==> src/rtl/cds_pkg.sv <==
// Package for the membership-checked descending sorter.
// Word, function and tag types and codes; no dependencies.
package cds_pkg;

  typedef logic signed [31:0] word_t;
  typedef logic [1:0]         func_t;
  typedef logic [1:0]         tag_t;

  localparam func_t FUNC_LIST   = 2'd0;
  localparam func_t FUNC_CHOICE = 2'd1;
  localparam func_t FUNC_FINISH = 2'd2;

  localparam tag_t TAG_OK          = 2'd0;
  localparam tag_t TAG_NOT_IN_LIST = 2'd1;
  localparam tag_t TAG_FULL        = 2'd2;
  localparam tag_t TAG_SORTED      = 2'd3;

endpackage

==> src/rtl/cds_if.sv <==
// Valid/ready channel interfaces for the sorter's input and result words.
// Depends on cds_pkg for payload types.
interface cds_in_if;
  logic            valid;
  logic            ready;
  cds_pkg::func_t  func;
  cds_pkg::word_t  value_in;

  modport source (output valid, output func, output value_in, input ready);
  modport sink   (input valid, input func, input value_in, output ready);
endinterface

interface cds_out_if;
  logic            valid;
  logic            ready;
  cds_pkg::tag_t   tag;
  cds_pkg::word_t  value_out;
  logic            last;

  modport source (output valid, output tag, output value_out, output last, input ready);
  modport sink   (input valid, input tag, input value_out, input last, output ready);
endinterface

==> src/rtl/cds_ram.sv <==
// Single-port-write, single-port-read synchronous RAM with registered read data.
// Depends on cds_pkg for the word type.
module cds_ram #(
  parameter int DEPTH = 32,
  parameter int AW    = (DEPTH > 1) ? $clog2(DEPTH) : 1
) (
  input  logic           clk,
  input  logic           wr_en,
  input  logic [AW-1:0]  wr_addr,
  input  cds_pkg::word_t wr_data,
  input  logic           rd_en,
  input  logic [AW-1:0]  rd_addr,
  output cds_pkg::word_t rd_data
);

  cds_pkg::word_t mem [DEPTH];

  always_ff @(posedge clk) begin
    if (wr_en) begin
      mem[wr_addr] <= wr_data;
    end
  end

  always_ff @(posedge clk) begin
    if (rd_en) begin
      rd_data <= mem[rd_addr];
    end
  end

endmodule

==> src/rtl/checked_choice_descending_sorter_top.sv <==
// Top level of the membership-checked descending sorter.
// Depends on cds_pkg, cds_in_if, cds_out_if and cds_ram.
//
// Input words carry func and value_in. A list word appends value_in to the
// reference list and answers with one word (tag accepted or store full). A
// choice word scans the reference list, one entry per cycle, then inserts the
// value into the choice RAM in descending order, each entry moved through a
// read in ST_INS_RD and a write in ST_INS_CMP; it answers with one word
// (accepted, not in list, or store full). A finish word streams the stored
// choices from the choice RAM, largest first, each word read in ST_EM_RD once
// the output register is free and loaded in ST_EM_LD, with last set on the
// final one, then empties the choice store; an empty store gives no words.
// Unused func codes are dropped. A choice word's answer waits on the list
// scan and the insertion shift through the single-read choice RAM. One input
// word is worked on at a time; in_ready is high only while idle, also while a
// finished result still waits in the output register. When the receiver
// stalls, the output register holds its word and the next result waits for it.
// Reset (rst_n low, synchronous) empties both stores and the output register.
module checked_choice_descending_sorter_top #(
  parameter int LIST_DEPTH   = 32,
  parameter int CHOICE_DEPTH = 32
) (
  input  logic       clk,
  input  logic       rst_n,
  cds_in_if.sink     in_ch,
  cds_out_if.source  out_ch
);

  localparam int LA  = (LIST_DEPTH > 1) ? $clog2(LIST_DEPTH) : 1;
  localparam int CA  = (CHOICE_DEPTH > 1) ? $clog2(CHOICE_DEPTH) : 1;
  localparam int LCW = $clog2(LIST_DEPTH + 1);
  localparam int CCW = $clog2(CHOICE_DEPTH + 1);

  localparam logic [2:0] ST_IDLE    = 3'd0;
  localparam logic [2:0] ST_SCAN    = 3'd1;
  localparam logic [2:0] ST_INS_RD  = 3'd2;
  localparam logic [2:0] ST_INS_CMP = 3'd3;
  localparam logic [2:0] ST_EM_RD   = 3'd4;
  localparam logic [2:0] ST_EM_LD   = 3'd5;
  localparam logic [2:0] ST_RESP    = 3'd6;

  logic [2:0]     state_r, state_nxt;
  logic [LCW-1:0] list_count_r, list_count_nxt;
  logic [CCW-1:0] choice_count_r, choice_count_nxt;
  logic [LCW-1:0] scan_idx_r, scan_idx_nxt;
  logic           pend_r, pend_nxt;
  logic [CCW-1:0] pos_r, pos_nxt;
  logic [CCW-1:0] emit_idx_r, emit_idx_nxt;
  cds_pkg::word_t val_r, val_nxt;
  cds_pkg::tag_t  resp_tag_r, resp_tag_nxt;

  logic           out_valid_r, out_valid_nxt;
  cds_pkg::tag_t  out_tag_r, out_tag_nxt;
  cds_pkg::word_t out_value_r, out_value_nxt;
  logic           out_last_r, out_last_nxt;

  logic           list_we, list_re;
  logic [LA-1:0]  list_waddr, list_raddr;
  cds_pkg::word_t list_q;
  logic           ch_we, ch_re;
  logic [CA-1:0]  ch_waddr, ch_raddr;
  cds_pkg::word_t ch_wdata, ch_q;

  logic           out_free;
  logic           in_acc;
  logic           scan_issue;
  logic [CCW-1:0] pos_dec;

  cds_ram #(.DEPTH(LIST_DEPTH), .AW(LA)) u_list_ram (
    .clk     (clk),
    .wr_en   (list_we),
    .wr_addr (list_waddr),
    .wr_data (in_ch.value_in),
    .rd_en   (list_re),
    .rd_addr (list_raddr),
    .rd_data (list_q)
  );

  cds_ram #(.DEPTH(CHOICE_DEPTH), .AW(CA)) u_choice_ram (
    .clk     (clk),
    .wr_en   (ch_we),
    .wr_addr (ch_waddr),
    .wr_data (ch_wdata),
    .rd_en   (ch_re),
    .rd_addr (ch_raddr),
    .rd_data (ch_q)
  );

  assign in_ch.ready      = (state_r == ST_IDLE);
  assign in_acc           = in_ch.valid && in_ch.ready;
  assign out_free         = !out_valid_r || out_ch.ready;
  assign out_ch.valid     = out_valid_r;
  assign out_ch.tag       = out_tag_r;
  assign out_ch.value_out = out_value_r;
  assign out_ch.last      = out_last_r;

  assign scan_issue = (scan_idx_r < list_count_r);
  assign pos_dec    = pos_r - CCW'(1);
  assign list_waddr = list_count_r[LA-1:0];
  assign list_raddr = scan_idx_r[LA-1:0];

  always_comb begin
    state_nxt        = state_r;
    list_count_nxt   = list_count_r;
    choice_count_nxt = choice_count_r;
    scan_idx_nxt     = scan_idx_r;
    pend_nxt         = 1'b0;
    pos_nxt          = pos_r;
    emit_idx_nxt     = emit_idx_r;
    val_nxt          = val_r;
    resp_tag_nxt     = resp_tag_r;
    out_valid_nxt    = out_valid_r && !out_ch.ready;
    out_tag_nxt      = out_tag_r;
    out_value_nxt    = out_value_r;
    out_last_nxt     = out_last_r;
    list_we          = 1'b0;
    list_re          = 1'b0;
    ch_we            = 1'b0;
    ch_waddr         = pos_r[CA-1:0];
    ch_wdata         = val_r;
    ch_re            = 1'b0;
    ch_raddr         = pos_dec[CA-1:0];

    unique case (state_r)
      ST_IDLE: begin
        if (in_acc) begin
          val_nxt = in_ch.value_in;
          unique case (in_ch.func)
            cds_pkg::FUNC_LIST: begin
              state_nxt = ST_RESP;
              if (list_count_r == LCW'(LIST_DEPTH)) begin
                resp_tag_nxt = cds_pkg::TAG_FULL;
              end else begin
                resp_tag_nxt   = cds_pkg::TAG_OK;
                list_we        = 1'b1;
                list_count_nxt = list_count_r + LCW'(1);
              end
            end
            cds_pkg::FUNC_CHOICE: begin
              state_nxt    = ST_SCAN;
              scan_idx_nxt = '0;
            end
            cds_pkg::FUNC_FINISH: begin
              if (choice_count_r != '0) begin
                state_nxt    = ST_EM_RD;
                emit_idx_nxt = '0;
              end
            end
            default: begin
            end
          endcase
        end
      end
      ST_SCAN: begin
        if (pend_r && (list_q == val_r)) begin
          if (choice_count_r == CCW'(CHOICE_DEPTH)) begin
            resp_tag_nxt = cds_pkg::TAG_FULL;
            state_nxt    = ST_RESP;
          end else begin
            pos_nxt   = choice_count_r;
            state_nxt = ST_INS_RD;
          end
        end else if (!scan_issue && !pend_r) begin
          resp_tag_nxt = cds_pkg::TAG_NOT_IN_LIST;
          state_nxt    = ST_RESP;
        end else begin
          list_re      = scan_issue;
          pend_nxt     = scan_issue;
          scan_idx_nxt = scan_idx_r + LCW'(scan_issue);
        end
      end
      ST_INS_RD: begin
        if (pos_r == '0) begin
          ch_we            = 1'b1;
          choice_count_nxt = choice_count_r + CCW'(1);
          resp_tag_nxt     = cds_pkg::TAG_OK;
          state_nxt        = ST_RESP;
        end else begin
          ch_re     = 1'b1;
          state_nxt = ST_INS_CMP;
        end
      end
      ST_INS_CMP: begin
        ch_we = 1'b1;
        if (ch_q < val_r) begin
          ch_wdata  = ch_q;
          pos_nxt   = pos_dec;
          state_nxt = ST_INS_RD;
        end else begin
          choice_count_nxt = choice_count_r + CCW'(1);
          resp_tag_nxt     = cds_pkg::TAG_OK;
          state_nxt        = ST_RESP;
        end
      end
      ST_EM_RD: begin
        if (out_free) begin
          ch_re     = 1'b1;
          ch_raddr  = emit_idx_r[CA-1:0];
          state_nxt = ST_EM_LD;
        end
      end
      ST_EM_LD: begin
        out_valid_nxt = 1'b1;
        out_tag_nxt   = cds_pkg::TAG_SORTED;
        out_value_nxt = ch_q;
        out_last_nxt  = (emit_idx_r == choice_count_r - CCW'(1));
        if (emit_idx_r == choice_count_r - CCW'(1)) begin
          choice_count_nxt = '0;
          state_nxt        = ST_IDLE;
        end else begin
          emit_idx_nxt = emit_idx_r + CCW'(1);
          state_nxt    = ST_EM_RD;
        end
      end
      ST_RESP: begin
        if (out_free) begin
          out_valid_nxt = 1'b1;
          out_tag_nxt   = resp_tag_r;
          out_value_nxt = val_r;
          out_last_nxt  = 1'b1;
          state_nxt     = ST_IDLE;
        end
      end
      default: begin
        state_nxt = ST_IDLE;
      end
    endcase
  end

  always_ff @(posedge clk) begin
    if (!rst_n) begin
      state_r        <= ST_IDLE;
      list_count_r   <= '0;
      choice_count_r <= '0;
      pend_r         <= 1'b0;
      out_valid_r    <= 1'b0;
    end else begin
      state_r        <= state_nxt;
      list_count_r   <= list_count_nxt;
      choice_count_r <= choice_count_nxt;
      pend_r         <= pend_nxt;
      out_valid_r    <= out_valid_nxt;
    end
  end

  always_ff @(posedge clk) begin
    scan_idx_r  <= scan_idx_nxt;
    pos_r       <= pos_nxt;
    emit_idx_r  <= emit_idx_nxt;
    val_r       <= val_nxt;
    resp_tag_r  <= resp_tag_nxt;
    out_tag_r   <= out_tag_nxt;
    out_value_r <= out_value_nxt;
    out_last_r  <= out_last_nxt;
  end

endmodule

==> src/flat_wrapper.sv <==
// flat-port wrapper written by rule: the top's interface ports become plain ports
module checked_choice_descending_sorter_top_flat 
#(
  parameter int LIST_DEPTH   = 32,
  parameter int CHOICE_DEPTH = 32
)
  (clk, rst_n, in_ch_valid, in_ch_func, in_ch_value_in, in_ch_ready, out_ch_valid, out_ch_tag, out_ch_value_out, out_ch_last, out_ch_ready);
  cds_in_if in_ch_i ();
  cds_out_if out_ch_i ();
  input  logic clk;
  input  logic rst_n;
  input wire logic [$bits(in_ch_i.valid)-1:0] in_ch_valid;
  input wire logic [$bits(in_ch_i.func)-1:0] in_ch_func;
  input wire logic [$bits(in_ch_i.value_in)-1:0] in_ch_value_in;
  output wire logic [$bits(in_ch_i.ready)-1:0] in_ch_ready;
  output wire logic [$bits(out_ch_i.valid)-1:0] out_ch_valid;
  output wire logic [$bits(out_ch_i.tag)-1:0] out_ch_tag;
  output wire logic [$bits(out_ch_i.value_out)-1:0] out_ch_value_out;
  output wire logic [$bits(out_ch_i.last)-1:0] out_ch_last;
  input wire logic [$bits(out_ch_i.ready)-1:0] out_ch_ready;
  assign in_ch_i.valid = in_ch_valid;
  assign in_ch_i.func = in_ch_func;
  assign in_ch_i.value_in = in_ch_value_in;
  assign in_ch_ready = in_ch_i.ready;
  assign out_ch_valid = out_ch_i.valid;
  assign out_ch_tag = out_ch_i.tag;
  assign out_ch_value_out = out_ch_i.value_out;
  assign out_ch_last = out_ch_i.last;
  assign out_ch_i.ready = out_ch_ready;
  checked_choice_descending_sorter_top #(.LIST_DEPTH(LIST_DEPTH), .CHOICE_DEPTH(CHOICE_DEPTH)) u_core (.clk(clk), .rst_n(rst_n), .in_ch(in_ch_i), .out_ch(out_ch_i));
endmodule
==> config.mk <==
export PLATFORM = sky130hd
export DESIGN_NAME = checked_choice_descending_sorter_top_flat
export DESIGN_NICKNAME = d
export VERILOG_FILES = /design/src/rtl/cds_pkg.sv /design/src/rtl/cds_if.sv /design/src/rtl/cds_ram.sv /design/src/rtl/checked_choice_descending_sorter_top.sv /design/src/flat_wrapper.sv
export SDC_FILE = /design/constraint.sdc
export NUM_CORES = 2
export LEC_CHECK = 0
export BUFFER_PORTS_ARGS = -buffer_cell sky130_fd_sc_hd__buf_4
export CAP_MARGIN = 20
export CORE_MARGIN = 2
export CORE_UTILIZATION = 40
export CTS_BUF_LIST = sky130_fd_sc_hd__clkbuf_8
export CTS_CLUSTER_DIAMETER = 200
export DETAILED_ROUTE_END_ITERATION = 10
export PLACE_DENSITY = 0.66
export REMOVE_ABC_BUFFERS = 1
export SYNTH_ARGS = -nofsm -noshare
export SYNTH_HDL_FRONTEND = slang
export SYNTH_SLANG_ARGS = --single-unit
export TNS_END_PERCENT = 30
==> constraint.sdc <==
create_clock -name clk -period 8.7 [get_ports clk]
set_input_delay 0.435 -clock clk [delete_from_list [all_inputs] [get_ports clk]]
set_output_delay 0.435 -clock clk [all_outputs]
set_load 0.01 [all_outputs]
==> flow_metrics.py <==
metrics = {
    "placement": {
        "place_congestion": 0.840,
        "dpl.hpwl_mm": 116,
        "port_buffers": 74,
        "place_area_sq_um": 91900,
    },
    "pwr": {
        "p_int_mw": 17.7,
        "clkPwrFrac": 0.326,
        "switching_power_mw": 7.09,
        "pwr-share-comb": 0.172,
        "p_per_area_nw_per_um2": 252,
        "swShare": 0.286,
        "power_frac_seq": 0.502,
        "vdd_drop_max_uv": 218,
        "p_leak_nw": 31.2,
    },
    "clock_tree": {
        "h-tree-depth": 5,
        "cts-resized-gates": 0,
        "clk_latency_ps": 1050,
        "path_clk_slew_ps": 60,
        "cts_tree": "built",
        "cts_buffer_depth": 4,
        "cts_hold_buf": 34,
        "cts_buffers": 356,
        "cts_setup_buffers": 0,
        "cts.sinks": 2216,
        "cts_root_buf": "clkbuf_8",
    },
    "synth": {
        "syn_area_sq_um": 87700,
        "synthArstFlopShare": 0,
        "synth_cell_types": 60,
        "synth-edff-count": 2199,
        "post_synth.cell_area_avg_sq_um": 17.8,
        "synth_seq_cells": 2216,
        "synthFlopType": "edfxtp_1",
        "synthCells": 4924,
        "yosysWarnings": 0,
        "yosysSeqAreaShare": 0.757,
    },
    "floorplanning": {
        "io_pins": 75,
        "die_w_microns": 472,
        "chipHeight_microns": 472,
        "row_count": 171,
        "start_util": 0.403,
        "fp.coreArea_sq_um": 218000,
        "dieArea_sq_um": 223000,
    },
    "cells_and_area": {
        "layout_commonest_cell": "edfxtp_1",
        "final_cell_area_sq_um": 98600,
        "syn_to_final_growth_pct": 12.4,
        "drive_above_1_share": 0.198,
        "fillers": 18300,
        "nets": 5284,
        "layout_common_cells": "2,199 x edfxtp_1, 583 x nand2_1, 386 x a211oi_1, 362 x clkbuf_8, 320 x mux4_2",
        "post-route-util": 0.453,
    },
    "routing": {
        "first_pass_iters": 8,
        "drt_iter0_drc": 6136,
        "drtAntennaViolNets": 0,
        "vias_per_cell": 5.79,
        "dr.max_layer_used": "met5",
        "wl_mm": 229,
        "wl_met1_mm": 91.3,
        "drc": 0,
        "wl_per_cell_microns": 27.5,
        "routed-wl-met3_mm": 21.4,
        "wl_met2_mm": 109,
        "via_count": 48100,
    },
    "global_route": {
        "grt_pass1_wl_mm": 328,
        "grt_max_degree": 223,
        "grt_usage": 0.201,
        "grt_pass1_vias": 46900,
        "grt_overflow": 0,
        "antenna_found_initial": 18,
    },
    "min_path": {
        "hp-start": "in_ch_func[0]",
        "hold_class": "in2reg",
    },
    "critical_path": {
        "cp_cell_sequence": "inv_1 > ha_1 > a21oi_1 > o21ai_0 > a211o_1 > a21oi_1 > xor2_1 > or2_2 > buf_4 > mux2_1",
        "critPathKind": "reg2reg",
        "cp-start-kind": "flip-flop",
        "r2r-start": "u_core.val_r[12]$_DFFE_PP_",
        "critPathTopFamily": "compound AO/OA/AOI/OAI gates",
        "cpMaxStageDelayCell": "mux2_1",
        "cpPeakStageDelay_ps": 900,
        "worstSetupStartpoint": "u_core.val_r[12]$_DFFE_PP_",
        "critPathBufInv": 2,
        "endpoint_kind": "flip-flop",
        "critPathRequiredTime_ps": 9350,
        "cp.arrival_ps": 5610,
        "path_common_cell": "a21oi_1",
        "path_max_fanout": 32,
    },
    "sta": {
        "hold_viol": 0,
        "max_freq_mhz": 202,
        "rsz0062_at_grt": "false",
        "hold_ws_ps": 120,
        "finalCriticalPeriod_ps": 4960,
        "drv_slew": 0,
        "slew_headroom": 0.155,
        "setup_viol": 0,
        "worst_slew_pin_slew_ps": 1250,
        "timing.final.crit_share": 0.570,
        "skew_ps": 87.1,
    },
    "run_status": {
        "status": "finished clean",
    },
    "flow_run": {
        "drv_cap": 0,
    },
}
==> routing by layer <==
metal | GRT usage | up-vias
met3 | 0.0414 | 445
li1 | - | 20300
met2 | 0.321 | 2410
met1 | 0.277 | 24900
met4 | 0.0669 | 10
met5 | 0 | -
==> worst register-to-register path: cells and delay by family, from the launching register on <==
family | cells | cell delay, ps
AO/OA/AOI/OAI | 4 | 1150
multiplexers | 1 | 930
flip-flops | 1 | 820
buffers and inverters | 2 | 730
XOR/XNOR | 1 | 460
adder cells (fa/ha/maj) | 1 | 220
AND/OR/NAND/NOR | 1 | 220
==> per-stage QoR <==
stage | instances | worst slack, ps | setup TNS [ps] | power, mW
CTS | 8303 | 3830 | 0 | 24.9
finish | 8312 | 3740 | 0 | 24.8
floorplan | 4607 | -2890 | -303210 | 15.8
global route | 8309 | 3660 | 0 | 25.8
detailed placement | 7652 | 3920 | 0 | 16.9
global placement | 7651 | 3950 | 0 | 16.8
==> cells by family (layout without fill, tap and decap cells) <==
family / count (synthesis) / count (layout) / share of synthesized area
AO/OA/AOI/OAI: 754 / 754 / 0.0626
XOR/XNOR: 59 / 59 / 0.00589
adder cells (fa/ha/maj): 53 / 53 / 0.00756
buffers and inverters: 369 / 897 / 0.0183
flip-flops: 2216 / 2216 / 0.757
multiplexers: 388 / 388 / 0.0910
other: 0 / 6 / 0
AND/OR/NAND/NOR: 1085 / 1085 / 0.0580
==> layout make-up <==
cell class | count | area, sq um | area share
sequential | 2216 | 66400 | 0.673
antenna | 6 | 15.0 | 0.000152
clock inverter | 255 | 1260 | 0.0128
multi-input combinational | 2339 | 20300 | 0.206
inverter | 52 | 195 | 0.00198
tap | 2854 | 3570 | 0.0362
timing repair buffer | 228 | 1890 | 0.0192
clock buffer | 362 | 4980 | 0.0505
==> worst paths after layout <==
kind                                                                  to  slack (ps)  depth (start not counted)
worst min-delay path                      u_core.state_r[1]$_SDFFE_PN0P_         120                          5
worst min register to register       u_core.list_count_r[5]$_SDFFE_PN0P_         510                          2
worst max register to register  u_core.u_choice_ram.mem[4][13]$_DFFE_PP_        3740                         10
worst max-delay path            u_core.u_choice_ram.mem[4][13]$_DFFE_PP_        3740                         10
==> Yosys cell counts (all sizes together) (39+ instances only) <==
library cell,number,area [sq um]
edfxtp,2199,66000
nor4,43,332
clkbuf,180,676
mux2,64,721
nor2,107,402
inv,52,195
a211oi,386,2900
a311oi,129,1130
and2,265,1660
nand2,588,2210
ha,53,663
buf,137,731
o21ai,52,260
mux4,320,7210
a31oi,129,807
xor2,39,342
==> power groups by stage <==
stage / Combinational, mW / Sequential [mW] / Clock (mW)
global placement: 4.14 / 12.7 / 0
finish: 4.27 / 12.5 / 8.10
CTS: 4.24 / 12.4 / 8.23
global route: 4.60 / 12.5 / 8.70
floorplan: 3.08 / 12.7 / 0
detailed placement: 4.21 / 12.7 / 0
==> sequential cells by signal, indices dropped and copies added (netlist names), 3 cells and up <==
| name | flops |
|---|---|
| u_core.u_list_ram.mem | 1024 |
| u_core.out_ch.value_out | 32 |
| u_core.u_choice_ram.mem | 1024 |
| u_core.val_r | 32 |
| u_core.list_count_r | 6 |
| u_core.state_r | 3 |
| u_core.choice_count_r | 6 |
| u_core.u_list_ram.rd_data | 32 |
| u_core.u_choice_ram.rd_data | 32 |
| u_core.scan_idx_r | 6 |
| u_core.pos_r | 6 |
| u_core.emit_idx_r | 6 |
No activity file was read; power rests on OpenSTA's default activity.
